[config.mk]
export PLATFORM = sky130hd
export DESIGN_NAME = symbol_rate_register_calc_top
export DESIGN_NICKNAME = d
export VERILOG_FILES = /design/src/hw/rtl/srrc_pkg.sv /design/src/hw/rtl/symbol_rate_register_calc_top.sv
export SDC_FILE = /design/constraint.sdc
export NUM_CORES = 2
export LEC_CHECK = 0
export ABC_AREA = 1
export BUFFER_PORTS_ARGS = -buffer_cell sky130_fd_sc_hd__buf_4
export CAP_MARGIN = 20
export CORE_UTILIZATION = 60
export DETAILED_ROUTE_END_ITERATION = 8
export GPL_ROUTABILITY_DRIVEN = 0
export HOLD_SLACK_MARGIN = 0.05
export PLACE_DENSITY = 0.82
export SYNTH_ARGS = -nofsm -noshare
export SYNTH_HDL_FRONTEND = slang
export SYNTH_SLANG_ARGS = --single-unit
[constraint.sdc]
create_clock -name i_clk -period 33.1 [get_ports i_clk]
set_input_delay 3.31 -clock i_clk [delete_from_list [all_inputs] [get_ports i_clk]]
set_output_delay 3.31 -clock i_clk [all_outputs]
set_load 0.05 [all_outputs]
[src/hw/rtl/srrc_pkg.sv]
// ============================================================================
// srrc_pkg : symbol rate register calculator package
// Field widths, rate limits, band table and clock-loop words.
// ============================================================================
package srrc_pkg;

    // field widths
    localparam int RATE_W  = 26;
    localparam int CLK_W   = 28;
    localparam int DIV_W   = 24;   // master clock >> 4
    localparam int RATIO_W = 24;
    localparam int WORD_W  = 8;
    localparam int FRAC_W  = 20;   // ratio scale 2^20

    // stream widths (packed to whole bytes)
    localparam int S_TDATA_W = 32;
    localparam int M_TDATA_W = 40;

    // register reset and divider default
    localparam logic [CLK_W-1:0] CLK_RESET          = 28'd88000000;
    localparam int               DEF_BITS_PER_STAGE = 4;

    // legal rate window
    localparam logic [RATE_W-1:0] RATE_MIN = 26'd1000000;
    localparam logic [RATE_W-1:0] RATE_MAX = 26'd45000000;

    // band upper limits
    localparam logic [RATE_W-1:0] BAND_0_MAX = 26'd1500000;
    localparam logic [RATE_W-1:0] BAND_1_MAX = 26'd3000000;
    localparam logic [RATE_W-1:0] BAND_2_MAX = 26'd7000000;
    localparam logic [RATE_W-1:0] BAND_3_MAX = 26'd14000000;
    localparam logic [RATE_W-1:0] BAND_4_MAX = 26'd30000000;

    // clock-loop words
    localparam logic [WORD_W-1:0] LOOP_A_LOW  = 8'hb7;
    localparam logic [WORD_W-1:0] LOOP_A_MID  = 8'hb6;
    localparam logic [WORD_W-1:0] LOOP_A_HIGH = 8'hb4;
    localparam logic [WORD_W-1:0] LOOP_B_0    = 8'h47;
    localparam logic [WORD_W-1:0] LOOP_B_1    = 8'h4b;
    localparam logic [WORD_W-1:0] LOOP_B_2    = 8'h4f;
    localparam logic [WORD_W-1:0] LOOP_B_3    = 8'h53;
    localparam logic [WORD_W-1:0] LOOP_B_5    = 8'h51;

    localparam logic [RATIO_W-1:0] RATIO_MASK = 24'hfffff0;

    // clock-loop words for a rate: {word_a, word_b}
    function automatic logic [2*WORD_W-1:0] loop_words(input logic [RATE_W-1:0] rate);
        logic [2*WORD_W-1:0] w;
        priority if (rate <= BAND_0_MAX) begin
            w = {LOOP_A_LOW, LOOP_B_0};
        end else if (rate <= BAND_1_MAX) begin
            w = {LOOP_A_LOW, LOOP_B_1};
        end else if (rate <= BAND_2_MAX) begin
            w = {LOOP_A_LOW, LOOP_B_2};
        end else if (rate <= BAND_3_MAX) begin
            w = {LOOP_A_LOW, LOOP_B_3};
        end else if (rate <= BAND_4_MAX) begin
            w = {LOOP_A_MID, LOOP_B_3};
        end else begin
            w = {LOOP_A_HIGH, LOOP_B_5};
        end
        return w;
    endfunction

endpackage

[src/hw/rtl/symbol_rate_register_calc_top.sv]
// ============================================================================
// symbol_rate_register_calc_top : symbol rate programming word calculator
// Pipelined restoring divider for floor(rate * 2^20 / (mclk >> 4)) plus
// band lookup of the clock-loop words A and B.
// ============================================================================
//
//  channel   | dir | handshake                        | payload
//  ----------+-----+----------------------------------+---------------------------
//  s_axis    | in  | i_s_axis_tvalid / o_s_axis_tready| tdata: req_rate
//  m_axis    | out | o_m_axis_tvalid / i_m_axis_tready| tuser: invalid, tdata: words
//  cfg       | in  | i_cfg_we                         | i_cfg_wdata: master_clock_hz
//
//  One request per cycle sustained while the output is not stalled. A result is
//  offered once its request has registered into the input stage and then
//  passed NS divider stages, NS = ceil(46 / P_BITS_PER_STAGE), with four
//  quotient bits per stage by default, each stage a chain of compare/subtract
//  steps on a 24-bit remainder.
//  Reset clears the valid bits and loads the clock register with 88 MHz.
//  A stall at the output freezes the whole pipeline, empty stages included,
//  so the input is held off only while the last stage waits.
//
module symbol_rate_register_calc_top
    import srrc_pkg::*;
#(
    parameter int P_BITS_PER_STAGE = DEF_BITS_PER_STAGE   // 1..8
) (
    input  logic                  i_clk,
    input  logic                  i_rst_n,
    // configuration
    input  logic                  i_cfg_we,
    input  logic [CLK_W-1:0]      i_cfg_wdata,
    // request stream
    input  logic                  i_s_axis_tvalid,
    output logic                  o_s_axis_tready,
    input  logic [S_TDATA_W-1:0]  i_s_axis_tdata,   // [25:0] req_rate
    // result stream
    output logic                  o_m_axis_tvalid,
    input  logic                  i_m_axis_tready,
    output logic [M_TDATA_W-1:0]  o_m_axis_tdata,   // [7:0] loop_word_a,
                                                    // [15:8] loop_word_b,
                                                    // [39:16] timing_ratio
    output logic                  o_m_axis_tuser    // [0] invalid
);

    localparam int DVD_BITS = RATE_W + FRAC_W;
    localparam int NS       = (DVD_BITS + P_BITS_PER_STAGE - 1) / P_BITS_PER_STAGE;
    localparam int DW       = NS * P_BITS_PER_STAGE;

    typedef struct packed {
        logic                inv;
        logic [WORD_W-1:0]   word_a;
        logic [WORD_W-1:0]   word_b;
        logic [DIV_W-1:0]    rem;
        logic [DW-1:0]       dvd;
        logic [RATIO_W-1:0]  quo;
    } t_stage;

    logic [CLK_W-1:0]  r_clk;
    logic [DIV_W-1:0]  w_div;
    logic              r_vld [0:NS];
    t_stage            r_st  [0:NS];
    t_stage            n_st  [0:NS];
    logic              w_adv;
    logic [RATE_W-1:0] w_rate;
    logic              w_inv;
    logic [2*WORD_W-1:0] w_words;

    // clock register
    always_ff @(posedge i_clk) begin
        if (!i_rst_n) begin
            r_clk <= CLK_RESET;
        end else if (i_cfg_we) begin
            r_clk <= i_cfg_wdata;
        end
    end

    assign w_div = r_clk[CLK_W-1:CLK_W-DIV_W];

    // pipeline moves whenever the output slot is free or being drained
    assign w_adv           = !r_vld[NS] || i_m_axis_tready;
    assign o_s_axis_tready = w_adv;

    // input stage: range check, band words, dividend = rate << 20
    assign w_rate  = i_s_axis_tdata[RATE_W-1:0];
    assign w_inv   = (w_rate < RATE_MIN) || (w_rate > RATE_MAX);
    assign w_words = loop_words(w_rate);

    // input stage next value, then P_BITS_PER_STAGE restoring steps per divider stage
    always_comb begin
        logic [DIV_W-1:0]   rem;
        logic [DW-1:0]      dvd;
        logic [RATIO_W-1:0] quo;
        logic [DIV_W:0]     trial;
        n_st[0].inv    = w_inv;
        n_st[0].word_a = w_inv ? '0 : w_words[2*WORD_W-1:WORD_W];
        n_st[0].word_b = w_inv ? '0 : w_words[WORD_W-1:0];
        n_st[0].rem    = '0;
        n_st[0].dvd    = DW'({w_rate, {FRAC_W{1'b0}}});
        n_st[0].quo    = '0;
        for (int s = 0; s < NS; s++) begin
            n_st[s+1] = r_st[s];
            rem = r_st[s].rem;
            dvd = r_st[s].dvd;
            quo = r_st[s].quo;
            for (int k = 0; k < P_BITS_PER_STAGE; k++) begin
                trial = {rem, dvd[DW-1]};
                dvd   = {dvd[DW-2:0], 1'b0};
                if (trial >= {1'b0, w_div}) begin
                    // zero divisor always lands here, giving all-ones
                    trial = trial - {1'b0, w_div};
                    rem   = trial[DIV_W-1:0];
                    quo   = {quo[RATIO_W-2:0], 1'b1};
                end else begin
                    rem   = trial[DIV_W-1:0];
                    quo   = {quo[RATIO_W-2:0], 1'b0};
                end
            end
            n_st[s+1].rem = rem;
            n_st[s+1].dvd = dvd;
            n_st[s+1].quo = quo;
        end
    end

    // valid bits
    always_ff @(posedge i_clk) begin
        if (!i_rst_n) begin
            for (int s = 0; s <= NS; s++) begin
                r_vld[s] <= 1'b0;
            end
        end else if (w_adv) begin
            r_vld[0] <= i_s_axis_tvalid;
            for (int s = 0; s < NS; s++) begin
                r_vld[s+1] <= r_vld[s];
            end
        end
    end

    // stage payload
    always_ff @(posedge i_clk) begin
        if (w_adv) begin
            for (int s = 0; s <= NS; s++) begin
                r_st[s] <= n_st[s];
            end
        end
    end

    // result
    assign o_m_axis_tvalid = r_vld[NS];
    assign o_m_axis_tuser  = r_st[NS].inv;
    assign o_m_axis_tdata  = {(r_st[NS].inv ? RATIO_W'(0) : (r_st[NS].quo & RATIO_MASK)),
                              r_st[NS].word_b, r_st[NS].word_a};

    // ------------------------------------------------------------------
    // assertions
    // ------------------------------------------------------------------

    // input held off only by a full, stalled output slot
    a_ready_only_when_stalled: assert property (@(posedge i_clk) disable iff (!i_rst_n)
        !o_s_axis_tready |-> (o_m_axis_tvalid && !i_m_axis_tready))
        else $error("input stalled without an output stall");

    // out-of-band rate gives an all-zero word set
    a_invalid_zero: assert property (@(posedge i_clk) disable iff (!i_rst_n)
        (o_m_axis_tvalid && o_m_axis_tuser) |-> (o_m_axis_tdata == '0))
        else $error("invalid result carries nonzero words");

    // zero divisor saturates the ratio
    a_zero_div: assert property (@(posedge i_clk) disable iff (!i_rst_n)
        (o_m_axis_tvalid && !o_m_axis_tuser && (w_div == '0))
        |-> (o_m_axis_tdata[M_TDATA_W-1:2*WORD_W] == RATIO_MASK))
        else $error("zero divisor did not saturate ratio");

    // a valid rate always maps to a loop word A from the band table
    a_band_word: assert property (@(posedge i_clk) disable iff (!i_rst_n)
        (o_m_axis_tvalid && !o_m_axis_tuser)
        |-> (o_m_axis_tdata[WORD_W-1:0] == LOOP_A_LOW
             || o_m_axis_tdata[WORD_W-1:0] == LOOP_A_MID
             || o_m_axis_tdata[WORD_W-1:0] == LOOP_A_HIGH))
        else $error("loop word A outside band table");

endmodule

==> results.py <==
metrics = {
    "run_status": {
        "status": "finished, violations left",
        "violations": "design-rule violations",
    },
    "worst_hold_path": {
        "hold_end": "r_st[1][336]$_DFFE_PN_",
        "hold_path.class": "reg2reg",
        "hold_depth": 0,
        "hold_start": "r_st[1][223]$_DFFE_PN_",
    },
    "grt": {
        "grtUsageTotal_pct": 37.79,
        "top_usage_layer": "met2",
        "antenna_found_initial": 8,
        "grtUsageMet1_pct": 48.63,
        "grt_pass1_vias": 86740,
        "met3_usage_pct": 7.305,
        "grt_pass1_wl_um": 447200,
        "grt-ovfl-total": 0,
        "grt_use_met2_pct": 58.39,
        "grt_max_degree": 184,
    },
    "logic_synthesis": {
        "synth_compound_area_share_pct": 16.14,
        "synth_ff_type": "edfxtp_1",
        "synth-xor-area-share_pct": 8.234,
        "postSynthAreaPerCell_um2": 6.459,
        "synthMuxAreaShare_pct": 0,
        "synth_area_mm2": 0.08616,
        "synth_cells": 13340,
        "synthArstFlopShare_pct": 0,
        "synth_edf_count": 533,
        "synth_top_family_by_area": "simple AND/OR/NAND/NOR gates",
        "yosysUniqueCellTypes": 72,
        "ys_seq_area_share_pct": 19.16,
        "synthSimpleGateAreaFrac_pct": 32.81,
        "ys_warn_count": 0,
        "synth_fa_ha_area_share_pct": 15.52,
        "yosys_register_bits": 558,
    },
    "worst_setup_path": {
        "crit_type": "reg2reg",
        "reg2reg_from": "r_clk[27]$_SDFFE_PN0P_",
        "endpoint_kind": "register",
        "regToRegEndpoint": "r_st[1][86]$_DFFE_PN_",
        "worstRegToRegCells": 48,
        "rrSetupSlack_ps": 20090,
        "cp.arrival_ps": 13460,
        "crit_path_frequent_cell": "nand2_1",
        "cp_max_fo": 38,
        "max_stage_delay_ps": 990,
        "crit_required_ps": 33550,
        "critPathLaunchType": "register",
        "slowest_stage": "nand3_2",
    },
    "clock_network": {
        "numCtsBuffers": 70,
        "clk_path_buf_depth": 3,
        "clk_latency_ps": 720,
        "cts_tree": "done",
        "cts_sinks": 558,
        "postCtsSetupBuffers": 0,
        "root_buffer": "clkbuf_16",
        "cts_htree_levels": 3,
        "clk_pin_slew_ps": 60,
        "cts_resized": 0,
        "ctsHoldBuffers": 0,
    },
    "timing": {
        "setup_viol": 0,
        "relSlewSlack_pct": 12.49,
        "slew_violations": 0,
        "layout_min_cycle_time_ps": 13010,
        "worst_pin_slew_ps": 1313,
        "hold_viol": 0,
        "rsz0062_at_grt": "no",
        "final.period_utilization_pct": 39.31,
        "max_freq_mhz": 76.86,
        "final.setup.tns_ps": 0,
        "clock_skew_ps": 68.94,
    },
    "floorplan": {
        "fp-row-count": 138,
        "io_pins": 108,
        "dieHeight_um": 381.0,
        "chipWidth_um": 381.0,
        "coreArea_mm2": 0.1419,
        "initial_core_util_pct": 60.71,
        "die-area_mm2": 0.1451,
    },
    "cells_and_area": {
        "stdcell_count": 15310,
        "final_cell_mix": "nand2_1 (4219), inv_1 (1414), a21oi_1 (1034)",
        "multi_input_area_mm2": 0.06269,
        "register_area_mm2": 0.01651,
        "area_growth_pct": 5.682,
        "nNetsFinal": 14480,
        "post_route_cells_drive_above_1_share_pct": 4.711,
        "n_fill_cell": 12600,
        "mostFrequentLayoutCell": "nand2_1",
    },
    "placement": {
        "place_inst": 15180,
        "port_buffers": 89,
        "dp.final_hpwl_um": 218200,
    },
    "routing": {
        "wirelength_um": 286300,
        "drt_pre_antenna_iters": 9,
        "vias": 94230,
        "drt-wirelength-per-cell_um": 18.70,
        "drtIter0Drc": 10680,
        "ant_nets": 0,
        "drc": 11,
        "via_per_inst": 6.154,
    },
    "run": {
        "drv_cap": 0,
    },
}
[registers in the layout, indices dropped and copies added, names as in the netlist]
| name | cells |
|---|---|
| r_vld | 13 |
| r_clk | 24 |
| r_st | 521 |
[stage by stage]
stage	setup slack [ps]	hold slack (ps)	cell area (µm²)	utilization (%)
floorplan	15130	400.3	86190	-
global placement	21160	400.8	88430	62.31
detailed placement	20780	404.5	88430	62.31
CTS	20730	401.5	91020	64.13
global route	19450	404.8	91050	64.15
finish	20090	402.9	91060	64.16
[cell usage after synthesis, drive strengths merged, types with 194 or more instances]
library cell	n	area (µm²)
edfxtp	533	16010
nand3	845	4487
nand4	227	1426
o21ai	957	4887
ha	1021	12770
xor2	419	3670
xnor2	391	3425
nor2	1067	4282
inv	1478	5548
buf	194	1324
a21oi	1088	5700
nand2	4249	16060
[layout make-up]
type                       instances  share of cell area (%)
multi-input combinational      11080                   68.84
sequential                       558                   18.13
inverter                        1481                   6.138
tap                             1890                   2.597
clock buffer                      77                   1.987
timing repair buffer             167                   1.440
clock inverter                    51                  0.8478
antenna                            6                 0.01649
[worst max-delay path: cells and delay by family, from the launching register on]
family                     cells  cell delay, ps
AOI/OAI and AO/OA             11            3420
xor gates and xnor gates       1             180
adders and majority gates      4            1370
buffers and inverters          9            2470
DFF                            1             310
and+or+nand+nor               23            4920
[metal layers]
layer  vias to the layer above  share of wire (%)
met3                      1197                 12
met1                     42520                 39
met2                      5704                 42
li1                      44790                  -
met5                         -              0.034
met4                        14                6.8
[cells by family (layout without fill, tap and decap cells)]
| logic type | after synthesis | count (layout) |
|---|---|---|
| fa+ha+maj | 1051 | 1051 |
| other cells | 1 | 14 |
| buf+inv | 1707 | 1776 |
| simple gates | 6729 | 6729 |
| compound gates | 2484 | 2484 |
| xor+xnor | 810 | 810 |
| flops | 558 | 558 |
[how the worst max path moves through the flow]
stage | slack, ps | end | from
final | 20090 | r_st[1][86]$_DFFE_PN_ | r_clk[27]$_SDFFE_PN0P_
after global routing | 19450 | r_st[1][86]$_DFFE_PN_ | r_clk[5]$_SDFFE_PN0P_
after CTS | 20730 | r_st[1][84]$_DFFE_PN_ | r_clk[27]$_SDFFE_PN0P_
after detailed placement | 20780 | r_st[1][86]$_DFFE_PN_ | r_clk[27]$_SDFFE_PN0P_
after global placement | 21160 | r_st[1][91]$_DFFE_PN_ | r_clk[27]$_SDFFE_PN0P_
after floorplan | 15130 | o_s_axis_tready | i_m_axis_tready
Power is left out: the tool's default activity adds up to more than one toggle a clock period on the data nets, which glitch-free logic cannot reach.
